--- config.mk ---
export PLATFORM = sky130hd
export DESIGN_NAME = fomix_cordic_cell
export DESIGN_NICKNAME = d
export VERILOG_FILES = /design/src/rtl/core/fomix_pkg.sv /design/src/rtl/core/fomix_cordic_cell.sv
export SDC_FILE = /design/constraint.sdc
export NUM_CORES = 1
export LEC_CHECK = 0
export BUFFER_PORTS_ARGS = -buffer_cell sky130_fd_sc_hd__buf_2
export CAP_MARGIN = 20
export CELL_PAD_IN_SITES_DETAIL_PLACEMENT = 0
export CELL_PAD_IN_SITES_GLOBAL_PLACEMENT = 2
export CORE_ASPECT_RATIO = 1.4
export CORE_MARGIN = 3
export CORE_UTILIZATION = 25
export CTS_BUF_LIST = sky130_fd_sc_hd__clkbuf_2 sky130_fd_sc_hd__clkbuf_4 sky130_fd_sc_hd__clkbuf_8
export DETAILED_ROUTE_END_ITERATION = 10
export GPL_ROUTABILITY_DRIVEN = 0
export GPL_TIMING_DRIVEN = 1
export PLACE_DENSITY = 0.72
export SYNTH_ARGS = -nofsm -noshare
export SYNTH_HDL_FRONTEND = slang
export SYNTH_SLANG_ARGS = --single-unit
--- constraint.sdc ---
create_clock -name clk -period 4.8 [get_ports clk]
set_input_delay 0.24 -clock clk [delete_from_list [all_inputs] [get_ports clk]]
set_output_delay 0.24 -clock clk [all_outputs]
set_load 0.01 [all_outputs]
--- src/rtl/core/fomix_pkg.sv ---
// shared types, widths and constants for the three-wheel field-oriented mixer
// used by the cordic cell, the drive lane and the top level
package fomix_pkg;

    localparam int XW           = 34;
    localparam int ZW           = 33;
    localparam int PW32         = 32;
    localparam int TW           = 47;
    localparam int SW           = 49;
    localparam int ATAN_ENTRIES = 24;

    localparam logic signed [XW-1:0] CORDIC_K   = 34'sd652032874;
    localparam logic signed [ZW-1:0] QUARTER    = 33'sd1073741824;
    localparam logic signed [ZW-1:0] HALF_TURN  = 33'sd2147483648;
    localparam logic signed [15:0]   SIN60_Q15  = 16'sd28378;
    localparam logic [15:0]          RECIP3     = 16'd43691;
    localparam logic [16:0]          SAT_MAG    = 17'd98304;

    localparam logic [15:0] GAIN_A_RST = 16'd19661;
    localparam logic [15:0] GAIN_B_RST = 16'd22938;
    localparam logic [15:0] GAIN_C_RST = 16'd18022;

    localparam int REG_IDX_W = 8;

    typedef enum logic [REG_IDX_W-1:0] {
        REG_GAIN_A = 8'd0,
        REG_GAIN_B = 8'd1,
        REG_GAIN_C = 8'd2
    } reg_idx_t;

    typedef struct packed {
        logic signed [15:0] speed;
        logic signed [15:0] rot;
        logic               half;
    } side_t;

    function automatic logic [PW32-1:0] atan_turn(input int unsigned idx);
        logic [PW32-1:0] a;
        case (idx)
            0:       a = 32'd536870912;
            1:       a = 32'd316933406;
            2:       a = 32'd167458907;
            3:       a = 32'd85004756;
            4:       a = 32'd42667331;
            5:       a = 32'd21354465;
            6:       a = 32'd10679838;
            7:       a = 32'd5340245;
            8:       a = 32'd2670163;
            9:       a = 32'd1335087;
            10:      a = 32'd667544;
            11:      a = 32'd333772;
            12:      a = 32'd166886;
            13:      a = 32'd83443;
            14:      a = 32'd41722;
            15:      a = 32'd20861;
            16:      a = 32'd10430;
            17:      a = 32'd5215;
            18:      a = 32'd2608;
            19:      a = 32'd1304;
            20:      a = 32'd652;
            21:      a = 32'd326;
            22:      a = 32'd163;
            23:      a = 32'd81;
            default: a = 32'd0;
        endcase
        return a;
    endfunction

endpackage

--- src/rtl/core/fomix_cordic_cell.sv ---
// one rotation cell of the cordic chain, holding x, y, residual angle and sideband
// depends on fomix_pkg
module fomix_cordic_cell #(
    parameter int STAGE = 0
) (
    input  logic                              clk,
    input  logic                              rst_n,
    input  logic                              in_valid,
    output logic                              in_ready,
    input  logic signed [fomix_pkg::XW-1:0]   x_in,
    input  logic signed [fomix_pkg::XW-1:0]   y_in,
    input  logic signed [fomix_pkg::ZW-1:0]   z_in,
    input  fomix_pkg::side_t                  side_in,
    output logic                              out_valid,
    input  logic                              out_ready,
    output logic signed [fomix_pkg::XW-1:0]   x_out,
    output logic signed [fomix_pkg::XW-1:0]   y_out,
    output logic signed [fomix_pkg::ZW-1:0]   z_out,
    output fomix_pkg::side_t                  side_out
);

    localparam logic signed [fomix_pkg::ZW-1:0] ATAN =
        $signed({{(fomix_pkg::ZW-fomix_pkg::PW32){1'b0}}, fomix_pkg::atan_turn(STAGE)});

    logic                              valid_reg;
    logic signed [fomix_pkg::XW-1:0]   x_reg;
    logic signed [fomix_pkg::XW-1:0]   y_reg;
    logic signed [fomix_pkg::ZW-1:0]   z_reg;
    fomix_pkg::side_t                  side_reg;

    logic signed [fomix_pkg::XW-1:0]   x_next;
    logic signed [fomix_pkg::XW-1:0]   y_next;
    logic signed [fomix_pkg::ZW-1:0]   z_next;
    logic signed [fomix_pkg::XW-1:0]   dx;
    logic signed [fomix_pkg::XW-1:0]   dy;

    assign in_ready = !valid_reg || out_ready;

    always_comb
    begin
        dx = y_in >>> STAGE;
        dy = x_in >>> STAGE;
        if (!z_in[fomix_pkg::ZW-1])
        begin
            x_next = x_in - dx;
            y_next = y_in + dy;
            z_next = z_in - ATAN;
        end
        else
        begin
            x_next = x_in + dx;
            y_next = y_in - dy;
            z_next = z_in + ATAN;
        end
    end

    always_ff @(posedge clk or negedge rst_n)
    begin
        if (!rst_n)
        begin
            valid_reg <= 1'b0;
        end
        else if (in_ready)
        begin
            valid_reg <= in_valid;
        end
    end

    always_ff @(posedge clk)
    begin
        if (in_ready && in_valid)
        begin
            x_reg    <= x_next;
            y_reg    <= y_next;
            z_reg    <= z_next;
            side_reg <= side_in;
        end
    end

    assign out_valid = valid_reg;
    assign x_out     = x_reg;
    assign y_out     = y_reg;
    assign z_out     = z_reg;
    assign side_out  = side_reg;

endmodule

* Word-level counts from Yosys, hierarchy flattened *
Index checks and enable logic that the tools add are counted.

operators by class
  add/sub/neg operators = 5
  $mul = 0
  divide/modulo/power cells = 0
  order comparisons = 0
  eq/ne operators = 0
  shifts and indexed selects = 0
  multiplexer cells = 3
  bitwise gates (word level) = 0
  reductions and logical operators = 3

operators with widths
  cell                    number
  $mux 34                 2
  $sub 34x34->34          2
  $add 34x34->34          1
  $add 33x31->33 const B  1
  $mux 33                 1
  $sub 33x31->33 const B  1
  $logic_and 1x1->1       1
  $logic_not 1->1         1
  $logic_or 1x1->1        1

storage, ports and cells
  bits in registers = 135
  bits in latches = 0
  memory bits (writable) = 0
  ROM bits = 0
  input port bits = 138
  output and inout port bits = 136
  logic and storage cells = 18
  memories = 0

* Logic depth before layout (Yosys ltp) *
  word-level depth = 3
  mapped depth = 11
  depth with buffers taken out = 11

* Least setup slack after synthesis *
OpenSTA, ideal clock, no wires.

  kind = reg2reg
  start = register valid_reg, in the netlist out_valid
  end = register side_reg (netlist bit side_out[0]) (enable)
  data arrival time = 3660 ps
  required time = 4292 ps
  path slack = 632 ps
  stages on the path, launching flop included = 3
  buffers on the path = 0
  clock period less this slack = 4168 ps
  cells stage by stage = dfrtp_1 > nand2b_1 > and2_1

on the way
  cells in the longest elaborated chain, start to end = 3

RTL lines
  item                    RTL line                 RTL
  start, declared         fomix_cordic_cell.sv:25  logic valid_reg;
  start signal, assigned  fomix_cordic_cell.sv:65  valid_reg <= in_valid;
  $logic_not 1->1         fomix_cordic_cell.sv:37  assign in_ready = !valid_reg || out_ready;
  $logic_or 1x1->1        fomix_cordic_cell.sv:37
  via in_ready            fomix_cordic_cell.sv:9   output logic in_ready,
  $logic_and 1x1->1       fomix_cordic_cell.sv:71  if (in_ready && in_valid)
  end signal, assigned    fomix_cordic_cell.sv:76  side_reg <= side_in;
  end, declared           fomix_cordic_cell.sv:29  fomix_pkg::side_t side_reg;

The timed path passes the listed nets, and every way through them passes these cells.
A chain may end at the register's enable or synchronous reset.

* Final worst setup path *
  start = input port x_in[4] (netlist name)
  end = register y_reg (netlist bit y_out[33]) (data pin)

on the way
  cells in the longest elaborated chain, start to end = 2

RTL lines
  item                                              RTL line                                          RTL
  start, declared                                   fomix_cordic_cell.sv:10                           input logic signed [fomix_pkg::XW-1:0] x_in,
  $add 34x34->34 or $sub 34x34->34 (tied branches)  fomix_cordic_cell.sv:46, fomix_cordic_cell.sv:52
  $mux 34 (*)                                       fomix_cordic_cell.sv:43                           if (!z_in[fomix_pkg::ZW-1])
  via y_next, one bit                               fomix_cordic_cell.sv:32                           logic signed [fomix_pkg::XW-1:0] y_next;
  end signal, assigned                              fomix_cordic_cell.sv:74                           y_reg <= y_next;
  end, declared                                     fomix_cordic_cell.sv:27                           logic signed [fomix_pkg::XW-1:0] y_reg;

Mark *: on every way through the listed nets, which the timed path passes. The rest lies on a longest branch.

==> results.txt <==
CTS tree: yes
unrepaired setup endpoints after global routing: no
count leader, synth: edfxtp_1
Synth top cells by count: edfxtp_1 (133), ha_1 (102), inv_1 (100), a21oi_1 (99), nor2_1 (86)
Post-Route WL: 38,920 um
clk_lat worst skew: 0.48 ns
Clock Skew: 0.02069 ns
P_sw: 0.001274 W
CP endpoint kind: flip-flop
post-CTS sizing: 0
core area: 40,390 um2
sequential share of the synthesized area: 39.24%
CTS clk-pin slew, worst paths: 0.08 ns
Post-synth EDFFs: 133
syn_nets: 1,313
Startpoint Class: input pin
number of global-route vias before repair: 9,548
drt wl/cell: 20.14 um
post-synthesis register bit count: 134
placed cell area: 12,080 um2
largest net degree at the start of global routing: 78
H-tree levels: 4
clock tree root driver cell: clkbuf_8
Inst Count DP: 1,834
Syn Inst Count: 1,069
first-pass GRT wire length: 56,070 um
worst-path fanout max: 13
GRT overflow: 0
Rel. slew slack: 47.70%
worst hold path type: in2async
async set-reset flop share out of synthesis: 0.7463%
Final Hold Viols: 0
Clock power frac: 28.9%
final net count: 1,629
setup bufs post-CTS: 0
Initial Util: 25.36%
cell internal pwr: 0.002467 W
residual DRC count: 0
CP required: 5.01 ns
Final Critical Period: 3.013 ns
total design power: 0.003741 W
Die Y: 245.5 um
post-DP HPWL: 30,730 um
Post-Layout Inst Area: 13,200 um2
CTS max path bufs: 2
r2r worst-path depth: 4
Logic pwr share: 31.9%
setup TNS: 0 ns
Leakage: 5.587 nW
Clock Sink Count: 134
Slew Limit Fails: 0
Pwr per Cell Area: 283.4 nW/um2
final setup fails: 0
First-pass DRT Iterations: 5
Syn Area/Cell: 9.581 um2
largest area contributor in the netlist: edfxtp_1
synth unique cells: 83
share of cells above drive strength 1: 24.61%
status: finished, final reports clean
total global-route track usage: 17.10%
pre-CTS setup slack: 1.273 ns
Die Area: 43,470 um2
count of buffers from port buffering: 273
ys flop type: edfxtp_1
top cells by area, synth: edfxtp_1 (39%), ha_1 (12%), xnor2_1 (5.0%)
Yosys warnings: 0
antenna violations before repair: 1
DR vias/cell: 4.882
post-route worst setup slack: 1.787 ns
WP data arrival: 3.22 ns
Max-Cap Viols: 0
Seq pwr share: 39.2%
P&R area growth vs syn: 28.90%
Site Rows: 87
Inserted Clock Buffers: 17
period utilization: 62.78%
DRT iter0 DRCs: 519
Top Ports: 274
via count: 9,436
Die Width: 177.1 um
maximum vdd ir drop: 172.7 uV
Finished Layout Cells: 1,933
fmax: 331.9 MHz
post-synth top area share: 38.99%
Worst-Margin Slew: 0.7845 ns
antenna viol nets, final: 0
WS Path Type: in2reg
sw frac: 34.04%
hold buffers post-CTS: 65
mapped cell area: 10,240 um2
## cells by family after synthesis
| kind of cell | share of synthesized area (%) |
|---|---|
| AOI/OAI and AO/OA | 23.45 |
| xor gates and xnor gates | 5.558 |
| muxes | 0.7819 |
| buffers and inverters | 6.022 |
| adders and majority gates | 13.24 |
| DFF | 39.24 |
| and+or+nand+nor | 11.70 |
## power by group through the flow
stage	Clock, W	Sequential [W]	Combinational [W]
after floorplan	0	0.00155	0.000660
after global placement	0	0.00150	0.00115
after detailed placement	0	0.00150	0.00115
after CTS	0.00113	0.00147	0.00119
after global routing	0.00117	0.00148	0.00129
final	0.00108	0.00147	0.00119
## layout by cell type (no fill, tap or decap), types with 15 or more instances in the layout
cell	count
nor2_1	86
dlygate4sd3_1	65
a21o_1	21
nand4_1	16
nand3_1	24
inv_1	99
o211ai_1	21
o21ai_0	81
nor3_1	19
buf_2	273
o21bai_1	21
a21oi_1	99
nand2_1	52
edfxtp_1	133
a31oi_1	15
ha_1	102
clkbuf_8	17
xnor2_1	59
## metal layers
layer	wire length, um	vias to the layer above	track usage [%]
met1	14100	4504	16.93
met2	21130	345	33.68
met5	0	-	0
met4	1719	0	8.624
li1	-	4510	-
met3	1967	77	2.703
## flip-flops by register name, summed over array words and instances, names as in the netlist
| signal | count |
|---|---|
| y_out | 34 |
| side_out | 33 |
| x_out | 33 |
| z_out | 33 |
| out_valid | 1 |
## stage by stage
stage,hold WS [ns],util [%]
after floorplan,-0.05559,-
after detailed placement,0.01571,29.92
after global placement,0.01521,29.92
after global routing,0.04552,32.69
after CTS,0.02021,32.62
final,0.07412,32.69
## final timing paths
path / startpoint / slack, ns / to
setup / recovery: x_in[4] / 1.79 / y_out[33]
hold / removal: rst_n / 0.07 / out_valid
setup reg to reg: out_valid / 2.87 / y_out[9]
hold reg to reg: out_valid / 0.59 / out_valid
max in group asynchronous: rst_n / 4.64 / out_valid
min in group clk: out_ready / 0.13 / out_valid
## layout make-up
class / instances / area [um2]
Fill cell: 4218 / 27180
Clock buffer: 18 / 241.5
Sequential cell: 134 / 4019
Clock inverter: 14 / 197.7
Multi-Input combinational cell: 786 / 5609
Inverter: 102 / 382.9
Timing Repair Buffer: 344 / 2082
Antenna cell: 1 / 2.502
Tap cell: 534 / 668.1
## worst max-delay path, stage by stage
cell and delay [ns]:
buf_2 0.11, inv_1 0.04, ha_1 0.55, a21oi_1 0.23, and2_4 0.21, a31o_2 0.28, o31ai_2 0.58, a41oi_2 0.33
o21ai_0 0.39, a31oi_1 0.10, xnor2_1 0.15
Power figures use the tool's default switching activity.
