===== src/rtl/core/fomix_pkg.sv =====
// shared types, widths and constants for the three-wheel field-oriented mixer
// used by the cordic cell, the drive lane and the top level
package fomix_pkg;

    localparam int XW           = 34;
    localparam int ZW           = 33;
    localparam int PW32         = 32;
    localparam int TW           = 47;
    localparam int SW           = 49;
    localparam int ATAN_ENTRIES = 24;

    localparam logic signed [XW-1:0] CORDIC_K   = 34'sd652032874;
    localparam logic signed [ZW-1:0] QUARTER    = 33'sd1073741824;
    localparam logic signed [ZW-1:0] HALF_TURN  = 33'sd2147483648;
    localparam logic signed [15:0]   SIN60_Q15  = 16'sd28378;
    localparam logic [15:0]          RECIP3     = 16'd43691;
    localparam logic [16:0]          SAT_MAG    = 17'd98304;

    localparam logic [15:0] GAIN_A_RST = 16'd19661;
    localparam logic [15:0] GAIN_B_RST = 16'd22938;
    localparam logic [15:0] GAIN_C_RST = 16'd18022;

    localparam int REG_IDX_W = 8;

    typedef enum logic [REG_IDX_W-1:0] {
        REG_GAIN_A = 8'd0,
        REG_GAIN_B = 8'd1,
        REG_GAIN_C = 8'd2
    } reg_idx_t;

    typedef struct packed {
        logic signed [15:0] speed;
        logic signed [15:0] rot;
        logic               half;
    } side_t;

    function automatic logic [PW32-1:0] atan_turn(input int unsigned idx);
        logic [PW32-1:0] a;
        case (idx)
            0:       a = 32'd536870912;
            1:       a = 32'd316933406;
            2:       a = 32'd167458907;
            3:       a = 32'd85004756;
            4:       a = 32'd42667331;
            5:       a = 32'd21354465;
            6:       a = 32'd10679838;
            7:       a = 32'd5340245;
            8:       a = 32'd2670163;
            9:       a = 32'd1335087;
            10:      a = 32'd667544;
            11:      a = 32'd333772;
            12:      a = 32'd166886;
            13:      a = 32'd83443;
            14:      a = 32'd41722;
            15:      a = 32'd20861;
            16:      a = 32'd10430;
            17:      a = 32'd5215;
            18:      a = 32'd2608;
            19:      a = 32'd1304;
            20:      a = 32'd652;
            21:      a = 32'd326;
            22:      a = 32'd163;
            23:      a = 32'd81;
            default: a = 32'd0;
        endcase
        return a;
    endfunction

endpackage


===== src/rtl/core/fomix_drive.sv =====
// one wheel lane: trim gain product, truncating divide by three (and two), saturation
// depends on fomix_pkg; stage enables come from the top level
module fomix_drive (
    input  logic                              clk,
    input  logic [3:0]                        stage_en,
    input  logic signed [fomix_pkg::SW-1:0]   sum,
    input  logic [15:0]                       gain,
    input  logic                              half,
    output logic signed [15:0]                wheel
);

    logic [39:0]         pl_reg;
    logic signed [41:0]  ph_reg;
    logic                half1_reg;
    logic signed [65:0]  p_reg;
    logic                half2_reg;
    logic [16:0]         m_reg;
    logic                neg3_reg;
    logic [32:0]         prod_reg;
    logic                neg4_reg;

    logic [39:0]         pl_next;
    logic signed [41:0]  ph_next;
    logic signed [65:0]  p_next;
    logic [65:0]         mag;
    logic [21:0]         sh;
    logic [16:0]         m_next;
    logic [32:0]         prod_next;
    logic [15:0]         qm;
    logic [16:0]         qneg;

    always_comb
    begin
        pl_next   = 40'(sum[23:0]) * 40'(gain);
        ph_next   = 42'($signed(sum[fomix_pkg::SW-1:24])) * 42'($signed({1'b0, gain}));
        p_next    = (66'(ph_reg) <<< 24) + $signed({26'd0, pl_reg});
        mag       = p_reg[65] ? 66'(-p_reg) : 66'(p_reg);
        sh        = half2_reg ? 22'(mag >> 45) : 22'(mag >> 44);
        m_next    = (sh > 22'(fomix_pkg::SAT_MAG)) ? fomix_pkg::SAT_MAG : sh[16:0];
        prod_next = 33'(m_reg) * 33'(fomix_pkg::RECIP3);
        qm        = prod_reg[32:17];
        qneg      = 17'd0 - {1'b0, qm};
        if (neg4_reg)
        begin
            wheel = $signed(qneg[15:0]);
        end
        else if (qm[15])
        begin
            wheel = 16'sd32767;
        end
        else
        begin
            wheel = $signed(qm);
        end
    end

    always_ff @(posedge clk)
    begin
        if (stage_en[0])
        begin
            pl_reg    <= pl_next;
            ph_reg    <= ph_next;
            half1_reg <= half;
        end
        if (stage_en[1])
        begin
            p_reg     <= p_next;
            half2_reg <= half1_reg;
        end
        if (stage_en[2])
        begin
            m_reg    <= m_next;
            neg3_reg <= p_reg[65];
        end
        if (stage_en[3])
        begin
            prod_reg <= prod_next;
            neg4_reg <= neg3_reg;
        end
    end

endmodule


===== config.mk =====
export PLATFORM = sky130hd
export DESIGN_NAME = fomix_drive
export DESIGN_NICKNAME = d
export VERILOG_FILES = /design/src/rtl/core/fomix_pkg.sv /design/src/rtl/core/fomix_drive.sv
export SDC_FILE = /design/constraint.sdc
export NUM_CORES = 2
export LEC_CHECK = 0
export ABC_AREA = 0
export BUFFER_PORTS_ARGS = -buffer_cell sky130_fd_sc_hd__buf_2
export CAP_MARGIN = 0
export CORE_ASPECT_RATIO = 0.6
export CORE_MARGIN = 3
export CORE_UTILIZATION = 30
export CTS_BUF_LIST = sky130_fd_sc_hd__clkbuf_2 sky130_fd_sc_hd__clkbuf_4 sky130_fd_sc_hd__clkbuf_8
export DETAILED_ROUTE_END_ITERATION = 10
export HOLD_SLACK_MARGIN = 0.08
export PLACE_DENSITY = 0.54
export SYNTH_ARGS = -nofsm -noshare
export SYNTH_HDL_FRONTEND = slang
export SYNTH_SLANG_ARGS = --single-unit
export TNS_END_PERCENT = 50

===== constraint.sdc =====
create_clock -name clk -period 9.5 [get_ports clk]
set_input_delay 0.475 -clock clk [delete_from_list [all_inputs] [get_ports clk]]
set_output_delay 0.475 -clock clk [all_outputs]
set_load 0.03 [all_outputs]

* After elaboration in Yosys (flattened, before gate mapping)
Index checks and enable logic that the tools add are counted.
** Cells by class
- Multiplexer cells :: 4
- $mul :: 3
- $lt $le $gt $ge :: 1
- $add $sub $neg :: 3
** Operators with widths (count)
- 66-bit by 41-bit adder with 66-bit output :: 1
- 66-bit two-way mux :: 1
- 66-bit negator :: 1
- 25-bit by 17-bit multiplier with 42-bit output :: 1
- 24-bit by 16-bit multiplier with 40-bit output :: 1
- 17-bit by 16-bit multiplier with 33-bit output (second input constant) :: 1
- 22-bit by 17-bit > comparator with 1-bit output (second input constant) :: 1
- 22-bit two-way mux :: 1
- 16-bit two-way mux :: 1
- 1-bit by 16-bit subtractor with 16-bit output (first input constant) :: 1
- 15-bit two-way mux :: 1
** Word-level totals
- Output and inout port bits :: 16
- Word-level logic and storage cells :: 20
- Register bits after elaboration :: 202
- Input port bits :: 71

* Longest topological paths before layout
- Word-level depth :: 4
- Gate-level depth with buffers :: 26
- Gate-level depth less buffers :: 25

* Least setup slack after synthesis
Ideal clock, no wire load.
- Path type :: input to register
- From :: in gain[15]
- To :: reg pl_reg[39] (data pin)
- Path buffers :: 2
- Data required time :: 9.229 ns
- Cell stages on the path :: 23
- Slack :: 2.733 ns
- Data arrival time :: 6.497 ns
- Setup time :: 0.271 ns
- Path through :: clkbuf_1 > clkbuf_1 > nand2_1 > fa_1 > fa_1 > inv_1 > fa_1 > fa_1 > fa_1 > inv_1 > fa_1 > inv_1 > ha_1 > and2_1 > nand3_1 > o21a_1 > a31o_2 > a31o_2 > o211ai_1 > o21ai_0 > or3b_2 > a21oi_1 > a211oi_1
** On the way
- Longest elaborated chain between the ends :: 1
** Ends and longest elaborated chain
- start, declared :: RTL line fomix_drive.sv:7 : input logic [15:0] gain,
- 24-bit by 16-bit multiplier with 40-bit output :: RTL line fomix_drive.sv:34 : pl_next = 40'(sum[23:0]) * 40'(gain);
- via pl_next[39] :: RTL line fomix_drive.sv:22 : logic [39:0] pl_next;
- end signal, assigned :: RTL line fomix_drive.sv:61 : pl_reg <= pl_next;
- end, declared :: RTL line fomix_drive.sv:12 : logic [39:0] pl_reg;
The timed path passes the listed nets, and every way through them passes these cells.
A chain may end at the register's enable or synchronous reset.

* Final worst setup path
- From :: in gain[3]
- To :: reg ph_reg[30] (data pin)
** On the way
- Longest elaborated chain between the ends :: 1
** Ends and longest elaborated chain
- 25-bit by 17-bit multiplier with 42-bit output :: RTL line fomix_drive.sv:35 : ph_next = 42'($signed(sum[fomix_pkg::SW-1:24])) * 42'($signed({1'b0, gain}));
- via ph_next[30] :: RTL line fomix_drive.sv:23 : logic signed [41:0] ph_next;
- end signal, assigned :: RTL line fomix_drive.sv:62 : ph_reg <= ph_next;
- end, declared :: RTL line fomix_drive.sv:13 : logic signed [41:0] ph_reg;
The timed path passes the listed nets, and every way through them passes these cells.

==> metrics.txt <==
result of the run=completed; count of mapped cells out of synthesis=~4,200; flop-to-flop setup slack=between 3 and 4 ns; clock insertion delay at the later pin of the skew report=0.59 ns; number of global-route vias before repair=about 30,000; Routed wire per std cell=18.6 um; destination of the worst hold path=prod_reg[17]; Worst Setup Path Type=primary input to flip-flop; Port Buffer Count=86; reg-to-reg endpoint=prod_reg[31]; global-route wire length before repair=between 150 and 200 mm; reg-to-reg critical path startpoint=m_reg[11]; antenna violations before repair=7; detailed-placement wirelength estimate=~90 mm; top area cells in the synthesized netlist=sky130_fd_sc_hd__fa_1, sky130_fd_sc_hd__edfxtp_1, sky130_fd_sc_hd__ha_1; die area=between 100,000 and 150,000 sq um; CTS resizes=0; number of CTS-inserted buffers=17; Worst Path Required=around 10 ns; number of enable flip-flop cells after synthesis=around 190; Worst path max stage delay=0.63 ns; Worst Min Path Start=stage_en[3]; Worst-Margin Slew=1.26 ns; Core Rows=102; count of endpoints failing hold in the final timing report=0; fraction of the yosys area taken by sequential cells=0.140; unrepaired setup endpoints after global routing=no; Final Wtd Congestion=just under 0.9; share of the synthesized area in compound gates (AO/OA/AOI/OAI)=0.0608; routed wire length=110 mm; worst hold path cell count=1; number of top-level pins=87; share of final-layout standard cells stronger than drive strength 1=0.0404; startpoint types=primary input; Synth Flop Type=sky130_fd_sc_hd__edfxtp_1; total negative slack=0 ns; CTS max path bufs=2; top achievable clock speed=131 MHz; post-route clock skew=0.0218 ns; flip-flop and latch count after synthesis=approximately 190; depth of the CTS H-tree=4; Syn. warnings=0; arithmetic-cell share of the synthesized area counting full adders, half adders and majority gates=0.512; type of the tightest min-delay check=primary input to flip-flop; Detail Route Antenna Nets=0; arrival time reported for the critical path endpoint=7.98 ns; number of nets in the layout=5,388; path depth of the worst reg2reg path=21; dominant combinational cell family by area after synthesis=adder cells; Max Cap Viol=0; # Post-CTS Setup Buffers=0; horizontal die dimension=~480 um; final critical-path required period=7.64 ns; Mapped Avg Cell Area=roughly 9.4 sq um; most common cell in the synthesized netlist=sky130_fd_sc_hd__inv_1; largest net degree at the start of global routing=approximately 70; Commonest cells post-synth=sky130_fd_sc_hd__inv_1, sky130_fd_sc_hd__fa_1, sky130_fd_sc_hd__nand2_1; share of synthesized registers carrying an async set or reset=0; synthesized cell area=39,600 sq um; number of unique standard cell types used by synthesis=between 70 and 80; kind of capture point of the worst setup path=flip-flop; die height=around 290 um; multiplexer share of the synthesized area=0.000506; via total after detailed routing=27,900; headroom to the max-slew limit=0.161; DR DRC count=0; cell at the root of the clock tree=sky130_fd_sc_hd__clkbuf_8; effective utilization at floorplan=0.305; routed vias/inst=between 4 and 5; CP most frequent cell=sky130_fd_sc_hd__fa_1; Max Slew Vio Count=0; simple logic cell fraction of the synthesized area=0.141; All-Layer GR Usage=0.168; CP max stage cell=sky130_fd_sc_hd__a21oi_1; Synth area leader=sky130_fd_sc_hd__fa_1; CTS tree=yes; final cycle utilization of the critical path=0.804; Post-Syn Nets=5,415; hold buffers post-CTS=1; signed area change from the synthesized netlist to the final layout=6.67%; number of inserted filler cells in the final layout=between 10,000 and 15,000; flip-flop count of the largest register, all copies and words added=66; fraction of synthesized cell area in xor and xnor cells=0.0323; core region area=roughly 130,000 sq um; number of iterations in the first detailed-routing pass=5; fraction of synthesized cell area taken by the top area cell type=0.398; Crit Path Max Fanout=33; count of endpoints failing setup in the final report=0; clock transition at the registers of the reported paths=~0.14 ns; grt total ovfl=0; Sink Count=approximately 190; DR iter-0 viols=roughly 2,200
==> cells in the final DEF (no fill, tap or decap), types with 16 or more instances in the layout <==
master / count
sky130_fd_sc_hd__ha_1: 362
sky130_fd_sc_hd__nor4_1: 20
sky130_fd_sc_hd__and2_1: 312
sky130_fd_sc_hd__nand3_1: 35
sky130_fd_sc_hd__o21ai_0: 64
sky130_fd_sc_hd__clkbuf_8: 17
sky130_fd_sc_hd__nor3_1: 36
sky130_fd_sc_hd__a21oi_1: 111
sky130_fd_sc_hd__inv_1: 1034
sky130_fd_sc_hd__a31oi_1: 16
sky130_fd_sc_hd__nor2_1: 99
sky130_fd_sc_hd__o21a_1: 20
sky130_fd_sc_hd__nand2b_1: 16
sky130_fd_sc_hd__buf_4: 24
sky130_fd_sc_hd__nand2_1: 570
sky130_fd_sc_hd__a21o_1: 44
sky130_fd_sc_hd__xnor2_1: 95
sky130_fd_sc_hd__fa_1: 787
sky130_fd_sc_hd__buf_2: 85
sky130_fd_sc_hd__edfxtp_1: 185
sky130_fd_sc_hd__xor2_1: 51
==> layout make-up <==
class                   count  area (sq um)  area share
clock inverters            15           234     0.00554
flip-flops and latches    185          5560       0.132
well taps                1716          2150      0.0508
repair buffers            110           616      0.0146
diodes                      6          15.0    0.000355
multi-input cells        2820         29600       0.700
inverters                1034          3880      0.0919
clock buffers              17           234     0.00554
==> worst max path at each step <==
stage	from	end	slack, ns	depth (start not counted)
floorplan	gain[15]	pl_reg[39]	2.73	23
global placement	gain[3]	ph_reg[30]	1.48	25
detailed placement	gain[3]	ph_reg[30]	1.42	25
CTS	gain[3]	ph_reg[30]	2.08	25
global route	gain[3]	ph_reg[30]	1.67	25
finish	gain[3]	ph_reg[30]	1.86	25
==> through the flow <==
step | cells | utilization | cell area (sq um) | setup slack (ns) | hold WS, ns
after detailed placement | 5864 | 0.321 | 41700 | 1.42 | 0.405
after global placement | 5864 | 0.321 | 41700 | 1.48 | 0.401
final | 5903 | 0.325 | 42200 | 1.86 | 0.322
after CTS | 5897 | 0.325 | 42200 | 2.08 | 0.255
after global routing | 5903 | 0.325 | 42200 | 1.67 | 0.287
after floorplan | 4195 | - | 39600 | 2.73 | 0.400
==> worst max-delay path, delay by kind of cell <==
| kind | cells | cell delay, ns |
|---|---|---|
| AO/OA/AOI/OAI | 8 | 2.58 |
| XOR/XNOR | 1 | 0.08 |
| adder cells (fa/ha/maj) | 7 | 3.34 |
| buffers and inverters | 7 | 1.28 |
| AND/OR/NAND/NOR | 2 | 0.18 |
==> routing by layer <==
layer | vias up | GRT usage | routed length [um]
met3 | 52 | 0.0556 | 11200
li1 | 12700 | - | -
met2 | 908 | 0.214 | 40100
met4 | 0 | 0.0241 | 932
met1 | 14200 | 0.269 | 57700
met5 | - | 0 | 0
==> cells by family (layout without fill, tap and decap cells) <==
family,after synthesis,in the layout
fa+ha+maj,1149,1149
other cells,0,6
buf+inv,1190,1176
flops,185,185
simple gates,1163,1163
mux,2,2
compound gates,360,360
xor+xnor,146,146
Power is not shown: default switching activity piles up to over one toggle a cycle in this logic, so the estimate is an artifact.
